--- config.mk ---
export PLATFORM = sky130hd
export DESIGN_NAME = sha256_hash_unit
export DESIGN_NICKNAME = d
export VERILOG_FILES = /design/src/sha_pkg.sv /design/src/sha256_hash_unit.sv /design/src/sha_front.sv /design/src/sha_queue.sv /design/src/sha_back.sv
export VERILOG_INCLUDE_DIRS = /design/src /design/src/src
export SDC_FILE = /design/constraint.sdc
export NUM_CORES = 2
export LEC_CHECK = 0
export ABC_AREA = 1
export BUFFER_PORTS_ARGS = -buffer_cell sky130_fd_sc_hd__buf_2
export CORE_MARGIN = 2
export CORE_UTILIZATION = 55
export CTS_BUF_LIST = sky130_fd_sc_hd__clkbuf_2
export CTS_CLUSTER_DIAMETER = 40
export CTS_CLUSTER_SIZE = 25
export DETAILED_ROUTE_END_ITERATION = 16
export PLACE_DENSITY = 0.84
export SLEW_MARGIN = 20
export SYNTH_ARGS = -nofsm -noshare
export SYNTH_HDL_FRONTEND = slang
export SYNTH_SLANG_ARGS = --single-unit
--- constraint.sdc ---
create_clock -name clk -period 7.5 [get_ports clk]
set_clock_uncertainty 0.1 [all_clocks]
set_input_delay 0.375 -clock clk [delete_from_list [all_inputs] [get_ports clk]]
set_output_delay 0.375 -clock clk [all_outputs]
set_load 0.02 [all_outputs]
--- src/assert_macros.svh ---
// assertion macros for the hash unit
`ifndef ASSERT_MACROS_SVH
`define ASSERT_MACROS_SVH
`ifndef SYNTHESIS
`define ASSERT_IMPLIES(label, clk, rst_n, a, b) \
    label: assert property (@(posedge clk) disable iff (!rst_n) (a) |-> (b)) \
        else $error("assertion failed");
`define ASSERT_NEXT(label, clk, rst_n, a, b) \
    label: assert property (@(posedge clk) disable iff (!rst_n) (a) |=> (b)) \
        else $error("assertion failed");
`else
`define ASSERT_IMPLIES(label, clk, rst_n, a, b)
`define ASSERT_NEXT(label, clk, rst_n, a, b)
`endif
`endif

--- src/sha_pkg.sv ---
// ----------------------------------------------------------------------------
// sha_pkg
// constants, round table and shared types of the hash unit
// ----------------------------------------------------------------------------
package sha_pkg;
    localparam int unsigned LenBitsDefault = 64;
    localparam int unsigned QueueDepth = 4;

    // command from front to back
    typedef struct packed {
        logic [7:0] data;
        logic       is_pad;   // end of message: padding and output
    } cmd_t;

    localparam logic [255:0] InitHash = {
        32'h6A09E667, 32'hBB67AE85, 32'h3C6EF372, 32'hA54FF53A,
        32'h510E527F, 32'h9B05688C, 32'h1F83D9AB, 32'h5BE0CD19};

    function automatic logic [31:0] init_word(input logic [2:0] i);
        return InitHash[255 - 32 * i -: 32];
    endfunction

    function automatic logic [31:0] round_k(input logic [5:0] r);
        logic [31:0] k;
        unique case (r)
            6'd0: k = 32'h428A2F98; 6'd1: k = 32'h71374491; 6'd2: k = 32'hB5C0FBCF;
            6'd3: k = 32'hE9B5DBA5; 6'd4: k = 32'h3956C25B; 6'd5: k = 32'h59F111F1;
            6'd6: k = 32'h923F82A4; 6'd7: k = 32'hAB1C5ED5; 6'd8: k = 32'hD807AA98;
            6'd9: k = 32'h12835B01; 6'd10: k = 32'h243185BE; 6'd11: k = 32'h550C7DC3;
            6'd12: k = 32'h72BE5D74; 6'd13: k = 32'h80DEB1FE; 6'd14: k = 32'h9BDC06A7;
            6'd15: k = 32'hC19BF174; 6'd16: k = 32'hE49B69C1; 6'd17: k = 32'hEFBE4786;
            6'd18: k = 32'h0FC19DC6; 6'd19: k = 32'h240CA1CC; 6'd20: k = 32'h2DE92C6F;
            6'd21: k = 32'h4A7484AA; 6'd22: k = 32'h5CB0A9DC; 6'd23: k = 32'h76F988DA;
            6'd24: k = 32'h983E5152; 6'd25: k = 32'hA831C66D; 6'd26: k = 32'hB00327C8;
            6'd27: k = 32'hBF597FC7; 6'd28: k = 32'hC6E00BF3; 6'd29: k = 32'hD5A79147;
            6'd30: k = 32'h06CA6351; 6'd31: k = 32'h14292967; 6'd32: k = 32'h27B70A85;
            6'd33: k = 32'h2E1B2138; 6'd34: k = 32'h4D2C6DFC; 6'd35: k = 32'h53380D13;
            6'd36: k = 32'h650A7354; 6'd37: k = 32'h766A0ABB; 6'd38: k = 32'h81C2C92E;
            6'd39: k = 32'h92722C85; 6'd40: k = 32'hA2BFE8A1; 6'd41: k = 32'hA81A664B;
            6'd42: k = 32'hC24B8B70; 6'd43: k = 32'hC76C51A3; 6'd44: k = 32'hD192E819;
            6'd45: k = 32'hD6990624; 6'd46: k = 32'hF40E3585; 6'd47: k = 32'h106AA070;
            6'd48: k = 32'h19A4C116; 6'd49: k = 32'h1E376C08; 6'd50: k = 32'h2748774C;
            6'd51: k = 32'h34B0BCB5; 6'd52: k = 32'h391C0CB3; 6'd53: k = 32'h4ED8AA4A;
            6'd54: k = 32'h5B9CCA4F; 6'd55: k = 32'h682E6FF3; 6'd56: k = 32'h748F82EE;
            6'd57: k = 32'h78A5636F; 6'd58: k = 32'h84C87814; 6'd59: k = 32'h8CC70208;
            6'd60: k = 32'h90BEFFFA; 6'd61: k = 32'hA4506CEB; 6'd62: k = 32'hBEF9A3F7;
            6'd63: k = 32'hC67178F2;
            default: k = 32'h0;
        endcase
        return k;
    endfunction
endpackage

--- src/sha256_hash_unit.sv ---
// a byte beat is absorbed in S_IDLE; a full block then goes through S_ROUND and S_FOLD
// end of message: zero padding in S_PAD, one or two compressions, 8 output beats
// a byte-with-end beat stalls the input while the front queues its end marker
// throughput set by the one-round-per-cycle compression loop; the back takes no byte while it compresses
// reset: asynchronous active low, hash state back to the initial values, queue empty
// ----------------------------------------------------------------------------
// sha256_hash_unit
// streaming sha-256: front classifies beats, queue decouples, back hashes
// ----------------------------------------------------------------------------
`include "assert_macros.svh"
module sha256_hash_unit
#(
    parameter int unsigned LENGTH_COUNTER_BITS = sha_pkg::LenBitsDefault
)
(
    input  logic        clk,
    input  logic        rst_n,
    input  logic        s_tvalid,
    output logic        s_tready,
    input  logic [7:0]  s_tdata,   // data_byte
    input  logic        s_tuser,   // has_byte
    input  logic        s_tlast,   // end_of_message
    output logic        m_tvalid,
    input  logic        m_tready,
    output logic [31:0] m_tdata,   // digest_word
    output logic [2:0]  m_tuser,   // word_index
    output logic        m_tlast    // last_word
);
    logic          fq_valid, fq_ready, qb_valid, qb_ready;
    sha_pkg::cmd_t fq_cmd, qb_cmd;
    logic [3:0]    out_user;

    sha_front u_front (
        .clk(clk), .rst_n(rst_n), .s_tvalid(s_tvalid), .s_tready(s_tready),
        .s_tdata(s_tdata), .s_tuser(s_tuser), .s_tlast(s_tlast),
        .q_valid(fq_valid), .q_ready(fq_ready), .q_cmd(fq_cmd));

    sha_queue u_queue (
        .clk(clk), .rst_n(rst_n), .in_valid(fq_valid), .in_ready(fq_ready),
        .in_cmd(fq_cmd), .out_valid(qb_valid), .out_ready(qb_ready), .out_cmd(qb_cmd));

    sha_back #(.LEN_BITS(LENGTH_COUNTER_BITS)) u_back (
        .clk(clk), .rst_n(rst_n), .q_valid(qb_valid), .q_ready(qb_ready),
        .q_cmd(qb_cmd), .m_tvalid(m_tvalid), .m_tready(m_tready),
        .m_tdata(m_tdata), .m_tuser(out_user));

    assign m_tuser = out_user[2:0];
    assign m_tlast = out_user[3];

    `ASSERT_IMPLIES(a_last_idx, clk, rst_n, m_tvalid && m_tlast, m_tuser == 3'd7)
    `ASSERT_NEXT(a_idx_step, clk, rst_n, m_tvalid && m_tready && !m_tlast, m_tvalid)
    `ASSERT_IMPLIES(a_no_take_out, clk, rst_n, m_tvalid, !qb_ready)
endmodule

--- src/sha_front.sv ---
// ----------------------------------------------------------------------------
// sha_front
// accepts input beats, drops idle beats and splits a byte-with-end beat
// ----------------------------------------------------------------------------
module sha_front
(
    input  logic            clk,
    input  logic            rst_n,
    input  logic            s_tvalid,
    output logic            s_tready,
    input  logic [7:0]      s_tdata,
    input  logic            s_tuser,
    input  logic            s_tlast,
    output logic            q_valid,
    input  logic            q_ready,
    output sha_pkg::cmd_t   q_cmd
);
    // pending end marker after the byte of a byte-with-end beat
    logic pend_reg, pend_next;

    always_comb
    begin
        pend_next = pend_reg;
        s_tready  = !pend_reg && q_ready;
        q_valid   = 1'b0;
        q_cmd     = '0;
        if (pend_reg)
        begin
            q_valid      = 1'b1;
            q_cmd.is_pad = 1'b1;
            if (q_ready)
                pend_next = 1'b0;
        end
        else if (s_tvalid)
        begin
            q_valid   = s_tuser || s_tlast;
            q_cmd.data   = s_tdata;
            q_cmd.is_pad = !s_tuser;
            if (q_ready && s_tuser && s_tlast)
                pend_next = 1'b1;
        end
    end

    always_ff @(posedge clk or negedge rst_n)
    begin
        if (!rst_n)
            pend_reg <= 1'b0;
        else
            pend_reg <= pend_next;
    end
endmodule

--- src/sha_queue.sv ---
// ----------------------------------------------------------------------------
// sha_queue
// short fifo of commands between front and back
// ----------------------------------------------------------------------------
module sha_queue
#(
    parameter int unsigned DEPTH = sha_pkg::QueueDepth
)
(
    input  logic            clk,
    input  logic            rst_n,
    input  logic            in_valid,
    output logic            in_ready,
    input  sha_pkg::cmd_t   in_cmd,
    output logic            out_valid,
    input  logic            out_ready,
    output sha_pkg::cmd_t   out_cmd
);
    localparam int unsigned AW = (DEPTH > 1) ? $clog2(DEPTH) : 1;

    sha_pkg::cmd_t    mem_reg [DEPTH];
    logic [AW-1:0]    wp_reg, rp_reg;
    logic [AW:0]      cnt_reg;
    logic             push, pop;

    assign in_ready  = (cnt_reg != (AW+1)'(DEPTH));
    assign out_valid = (cnt_reg != '0);
    assign out_cmd   = mem_reg[rp_reg];
    assign push      = in_valid && in_ready;
    assign pop       = out_valid && out_ready;

    always_ff @(posedge clk)
    begin
        if (push)
            mem_reg[wp_reg] <= in_cmd;
    end

    always_ff @(posedge clk or negedge rst_n)
    begin
        if (!rst_n)
        begin
            wp_reg  <= '0;
            rp_reg  <= '0;
            cnt_reg <= '0;
        end
        else
        begin
            if (push)
                wp_reg <= (wp_reg == AW'(DEPTH - 1)) ? '0 : wp_reg + 1'b1;
            if (pop)
                rp_reg <= (rp_reg == AW'(DEPTH - 1)) ? '0 : rp_reg + 1'b1;
            cnt_reg <= cnt_reg + (AW+1)'(push) - (AW+1)'(pop);
        end
    end
endmodule

--- src/sha_back.sv ---
// ----------------------------------------------------------------------------
// sha_back
// block assembly, padding, 64-round compression and digest output
// ----------------------------------------------------------------------------
module sha_back
#(
    parameter int unsigned LEN_BITS = sha_pkg::LenBitsDefault
)
(
    input  logic            clk,
    input  logic            rst_n,
    input  logic            q_valid,
    output logic            q_ready,
    input  sha_pkg::cmd_t   q_cmd,
    output logic            m_tvalid,
    input  logic            m_tready,
    output logic [31:0]     m_tdata,
    output logic [3:0]      m_tuser
);
    typedef enum logic [4:0] {
        S_IDLE  = 5'b00001,
        S_PAD   = 5'b00010,
        S_ROUND = 5'b00100,
        S_FOLD  = 5'b01000,
        S_OUT   = 5'b10000
    } state_t;

    state_t          state_reg, state_next;
    logic [31:0]     h_reg [8];
    logic [31:0]     w_reg [16];
    logic [31:0]     v_reg [8];
    logic [5:0]      fill_reg;
    logic [60:0]     cnt_reg;
    logic [5:0]      rnd_reg;
    logic            pad_reg;    // closing a message
    logic            last_reg;   // current block carries the length
    logic [2:0]      oidx_reg;

    logic [63:0] bits;
    logic [31:0] wi, s0, s1, t1, t2, e, a, ch, mj, wnew, w2, w15;
    logic [3:0]  widx;

    always_comb
    begin
        bits = {cnt_reg, 3'b000};
        if (LEN_BITS < 64)
            bits = bits & ({64{1'b1}} >> (64 - LEN_BITS));
    end

    assign widx = fill_reg[5:2];

    // message schedule kept in a rolling 16-word window, plus the round function terms
    always_comb
    begin
        w2   = w_reg[14];
        w15  = w_reg[1];
        s0   = {w15[6:0], w15[31:7]} ^ {w15[17:0], w15[31:18]} ^ (w15 >> 3);
        s1   = {w2[16:0], w2[31:17]} ^ {w2[18:0], w2[31:19]} ^ (w2 >> 10);
        wnew = s1 + w_reg[9] + s0 + w_reg[0];
        wi   = w_reg[0];
        a    = v_reg[0];
        e    = v_reg[4];
        ch   = (e & v_reg[5]) ^ (~e & v_reg[6]);
        mj   = (a & v_reg[1]) ^ (a & v_reg[2]) ^ (v_reg[1] & v_reg[2]);
        t1   = v_reg[7] + ({e[5:0], e[31:6]} ^ {e[10:0], e[31:11]} ^ {e[24:0], e[31:25]})
             + ch + sha_pkg::round_k(rnd_reg) + wi;
        t2   = ({a[1:0], a[31:2]} ^ {a[12:0], a[31:13]} ^ {a[21:0], a[31:22]}) + mj;
    end

    assign q_ready  = (state_reg == S_IDLE);
    assign m_tvalid = (state_reg == S_OUT);
    assign m_tdata  = h_reg[oidx_reg];
    assign m_tuser  = {oidx_reg == 3'd7, oidx_reg};

    always_comb
    begin
        state_next = state_reg;
        unique case (state_reg)
            S_IDLE:
                if (q_valid)
                begin
                    // a full block is compressed first, even when it ends in the marker
                    if (fill_reg == 6'd63)
                        state_next = S_ROUND;
                    else if (q_cmd.is_pad)
                        state_next = S_PAD;
                end
            S_PAD:
                if (fill_reg == 6'd56 || fill_reg == 6'd63)
                    state_next = S_ROUND;
            S_ROUND:
                if (rnd_reg == 6'd63)
                    state_next = S_FOLD;
            S_FOLD:
                state_next = last_reg ? S_OUT : (pad_reg ? S_PAD : S_IDLE);
            S_OUT:
                if (m_tready && oidx_reg == 3'd7)
                    state_next = S_IDLE;
            default:
                state_next = S_IDLE;
        endcase
    end

    // payload: block words, working vars
    always_ff @(posedge clk)
    begin
        if ((state_reg == S_IDLE && q_valid && !q_cmd.is_pad) ||
            (state_reg == S_PAD && fill_reg != 6'd56))
        begin
            unique case (fill_reg[1:0])
                2'd0: w_reg[widx][31:24] <= (state_reg == S_PAD) ? 8'h00 : q_cmd.data;
                2'd1: w_reg[widx][23:16] <= (state_reg == S_PAD) ? 8'h00 : q_cmd.data;
                2'd2: w_reg[widx][15:8]  <= (state_reg == S_PAD) ? 8'h00 : q_cmd.data;
                default: w_reg[widx][7:0] <= (state_reg == S_PAD) ? 8'h00 : q_cmd.data;
            endcase
        end
        if (state_reg == S_IDLE && q_valid && q_cmd.is_pad)
            w_reg[widx][31 - 8 * fill_reg[1:0] -: 8] <= 8'h80;
        if (state_reg == S_PAD && fill_reg == 6'd56)
        begin
            w_reg[14] <= bits[63:32];
            w_reg[15] <= bits[31:0];
        end
        if (state_reg == S_ROUND)
        begin
            for (int i = 0; i < 15; i++)
                w_reg[i] <= w_reg[i + 1];
            w_reg[15] <= wnew;
            for (int i = 1; i < 8; i++)
                v_reg[i] <= v_reg[i - 1];
            v_reg[4] <= v_reg[3] + t1;
            v_reg[0] <= t1 + t2;
        end
        else
        begin
            for (int i = 0; i < 8; i++)
                v_reg[i] <= h_reg[i];
        end
    end

    always_ff @(posedge clk or negedge rst_n)
    begin
        if (!rst_n)
        begin
            state_reg <= S_IDLE;
            for (int i = 0; i < 8; i++)
                h_reg[i] <= sha_pkg::init_word(3'(i));
            fill_reg <= '0;
            cnt_reg  <= '0;
            rnd_reg  <= '0;
            pad_reg  <= 1'b0;
            last_reg <= 1'b0;
            oidx_reg <= '0;
        end
        else
        begin
            state_reg <= state_next;
            unique case (state_reg)
                S_IDLE:
                    if (q_valid)
                    begin
                        fill_reg <= fill_reg + 1'b1;
                        if (q_cmd.is_pad)
                            pad_reg <= 1'b1;
                        else
                            cnt_reg <= cnt_reg + 1'b1;
                    end
                S_PAD:
                    if (fill_reg == 6'd56)
                    begin
                        last_reg <= 1'b1;
                        fill_reg <= '0;
                    end
                    else
                        fill_reg <= fill_reg + 1'b1;
                S_ROUND:
                    rnd_reg <= rnd_reg + 1'b1;
                S_FOLD:
                    for (int i = 0; i < 8; i++)
                        h_reg[i] <= h_reg[i] + v_reg[i];
                S_OUT:
                    if (m_tready)
                    begin
                        oidx_reg <= oidx_reg + 1'b1;
                        if (oidx_reg == 3'd7)
                        begin
                            for (int i = 0; i < 8; i++)
                                h_reg[i] <= sha_pkg::init_word(3'(i));
                            cnt_reg  <= '0;
                            fill_reg <= '0;
                            pad_reg  <= 1'b0;
                            last_reg <= 1'b0;
                        end
                    end
                default: ;
            endcase
        end
    end
endmodule

==> results.txt <==
----------------------------------------------------
[Outcome]
  Status ... completed

[Synthesis]
  Synthesis Warnings ... 0
  Post-synthesis average cell area ... 7.50 µm²
  FFs w/ async S/R, synth ... 30.1%
  Synth Flop Type ... edfxtp_1
  #FFs+latches synth ... 1151
  EDFF count, synth ... 548
  Post-Syn Area ... 80600 µm²
  Cells after synthesis ... 10700
  Number of distinct library cells after synthesis ... 65
  Fraction of the yosys area taken by sequential cells ... 37.8%
  Post-synth net total ... 11400

[Floorplan]
  Area enclosed by the die boundary ... 150000 µm²
  Initial standard-cell utilization of the core ... 55.4%
  Area of the core region ... 146000 µm²
  # IOs ... 52
  Die X-Extent ... 387 µm
  Core Rows ... 140
  Die Y ... 387 µm

[Clocking]
  Worst skew pair latency ... 1.94 ns
  Number of clock sinks ... 1151
  TritonCTS clock tree ... built
  Total number of H-tree levels ... 4
  Clock-pin transition on the worst setup and hold timing paths ... 0.18 ns
  Clock tree root driver cell ... clkbuf_2
  Maximum buffer depth of the clock tree ... 3
  Number of CTS-inserted buffers ... 173

[Worst setup path]
  Source of the critical timing path ... u_back.rnd_reg[1]
  Crit end category ... flip-flop
  Worst R2R Path Depth ... 35
  Slowest cell on the critical path ... fa_1
  Kind of critical path ... flip-flop to flip-flop
  Crit-path most repeated cell ... buf_4
  Data arrival, critical path ... 8.69 ns
  Required time of the critical path ... 8.87 ns
  Critical Path Start Type ... flip-flop
  Worst-path maximum fanout ... 4
  Start of the worst register-to-register path ... u_back.rnd_reg[1]
  Endpoint of the worst register-to-register path ... u_back.v_reg[0][24]
  Reg-to-reg setup timing slack ... 0.18 ns
  Largest stage delay on the critical path ... 0.50 ns

[Detailed routing]
  Vias after detailed routing ... 80300
  Detailed Route WL ... 341000 µm
  Post-detailed-route count of antenna-violating nets ... 0
  Via-per-instance ratio ... 6.13
  Number of iterations in the first detailed-routing pass ... 7
  Wire per inst ... 26.0 µm
  Number of DRC markers after the initial detailed-route iteration ... 10800
  Remaining DRCs ... 0

[GRT]
  Final global-route overflow total ... 0
  First-pass GRT wire length ... 492000 µm
  GRT Total Usage ... 44.3%
  Pin count of the biggest net entering global routing ... 167
  Number of antenna violations at the first check in global routing ... 10
  Via count of the first global-routing pass ... 76400

[STA]
  Min setup slack post-route ... 0.185 ns
  Setup repair after global routing missed its margin ... true
  Worst slew margin relative to its limit ... 18.4%
  Number of pins with negative max-slew slack in the final report ... 0
  Worst Max-Slew Pin Slew ... 1.22 ns
  Number of hold-slack violations in the final timing report ... 0
  Peak Freq ... 0.137 GHz
  Clock period minus worst slack ... 7.32 ns
  Final clock period utilization by the worst path ... 97.5%
  Hold_ws ... 0.109 ns
  Total Negative Setup Slacks ... 0 ns
  Final setup fails ... 0

[Layout]
  Number of flip-flops in the largest register ... 512
  Area growth from synthesis to final layout ... 9.62%
  Nets ... 11600
  Fraction of layout instances using a drive strength above 1 ... 9.67%
  Filler Cell Count ... 13200
  Number of non-filler instances in the completed layout ... 13100

[Worst hold path]
  Hold worst-path end ... u_back.state_reg[4]
  Cell depth of the worst hold path ... 6
  Hold crit path type ... input pin to flip-flop
  Launch instance of the worst min-delay path ... m_tready

[Placed design]
  Number of placed instances with taps included ... 12700
  Port Buffer Count ... 51
  Dpl ws ... -0.0659 ns
  Post-detail-place hpwl ... 264000 µm
  Global placer's final weighted congestion ... 1.08

[Run]
  Number of violations of the max-capacitance limit ... 0

----------------------------------------------------
[worst max-delay path: cells and delay by family, from the launching register on]
family / cells / cell delay, ns
adders and majority gates: 7 / 2.75
and+or+nand+nor: 11 / 1.36
buffers and inverters: 10 / 1.23
AOI/OAI and AO/OA: 6 / 0.96
DFF: 1 / 0.41
xor gates and xnor gates: 1 / 0.20
[cells in the mapped netlist (24+ instances only)]
cell      number  area share, %
o22ai_1      100           0.78
nand2_1     3036             14
o311ai_0      32           0.35
a21o_1        53           0.49
buf_2         54           0.34
a21boi_0      24           0.22
nand4_1      112           0.87
inv_1       1300            6.1
clkbuf_1     322            1.5
xor2_1       258            2.8
a31oi_1       58           0.45
nand3b_1      25           0.23
o21a_1        31           0.29
dfxtp_1      256            6.4
xnor2_1      157            1.7
edfxtp_1     548             20
dfrtp_1      210            6.5
dfstp_2      137            4.5
a21oi_1      692            4.3
fa_1         196            4.9
ha_1         406            6.3
o211ai_1      41           0.38
nor3_1       113           0.70
o21bai_1      63           0.59
o21ai_0     1008            6.3
o31ai_1       32           0.30
nor2_1       848            3.9
nand3_1      458            2.8
[per-stage QoR]
stage	area (µm²)	utilization [%]
5_1_grt	88300	60.7
2_1_floorplan	80600	-
3_5_place_dp	84900	58.3
3_3_place_gp	84900	58.3
4_1_cts	87800	60.3
6_report	88400	60.7
[worst max-delay path by stage]
stage,endpoint,slack [ns],cells past startpoint
after floorplan,u_back.v_reg[0][27],0.51,39
after global placement,u_back.v_reg[0][31],0.02,35
after detailed placement,u_back.v_reg[0][23],-0.07,36
after CTS,u_back.v_reg[0][28],0.003,42
after global routing,u_back.v_reg[0][30],-0.05,42
final,u_back.v_reg[0][24],0.18,35
[logic make-up (layout without fill, tap and decap cells)]
logic type	Yosys count	after routing	synth area share (%)
xor+xnor	415	415	4.51
buf+inv	1707	2141	8.04
other cells	0	20	0
fa+ha+maj	602	602	11.2
compound gates	2208	2208	15.2
flops	1151	1151	37.8
simple gates	4661	4661	23.3
[metal layers]
metal	up-vias	global-route usage, %	routed length, µm
li1	36000	-	-
met5	-	0	100
met4	10	31.0	28700
met1	37800	54.7	125000
met3	1248	10.7	38600
met2	5197	68.2	148000
[final cells by class]
| class | count | area [µm²] | share of cell area, % |
|---|---|---|---|
| clock buffer | 184 | 921 | 1.04 |
| timing repair buffer | 502 | 3970 | 4.49 |
| tap | 1917 | 2400 | 2.71 |
| sequential | 1151 | 30400 | 34.4 |
| antenna | 20 | 50.0 | 0.0566 |
| multi-input combinational | 7886 | 44200 | 50.0 |
| clock inverter | 144 | 1440 | 1.63 |
| inverter | 1311 | 4930 | 5.58 |
[repair_timing]
action                                  CTS  global route
cloned                                    0             2
resized for setup                         7           132
pin swaps                                 0            20
hold buffers                             43             0
setup buffers                             0             5
hold endpoints to repair                831             0
endpoints found under the setup margin   18            31
[cell usage in the layout, fill, tap and decap left out, types with 206 or more instances in the layout]
| cell | netlist | final |
|---|---|---|
| nand2_1 | 3036 | 3027 |
| inv_1 | 1300 | 1290 |
| o21ai_0 | 1008 | 948 |
| nor2_1 | 848 | 818 |
| a21oi_1 | 692 | 680 |
| edfxtp_1 | 548 | 548 |
| nand3_1 | 458 | 455 |
| buf_4 | 2 | 393 |
| ha_1 | 406 | 392 |
| dfxtp_1 | 256 | 256 |
| xor2_1 | 258 | 249 |
| dfrtp_1 | 210 | 206 |
Power is not shown: default switching activity piles up to over one toggle a cycle in this logic, so the estimate is an artifact.
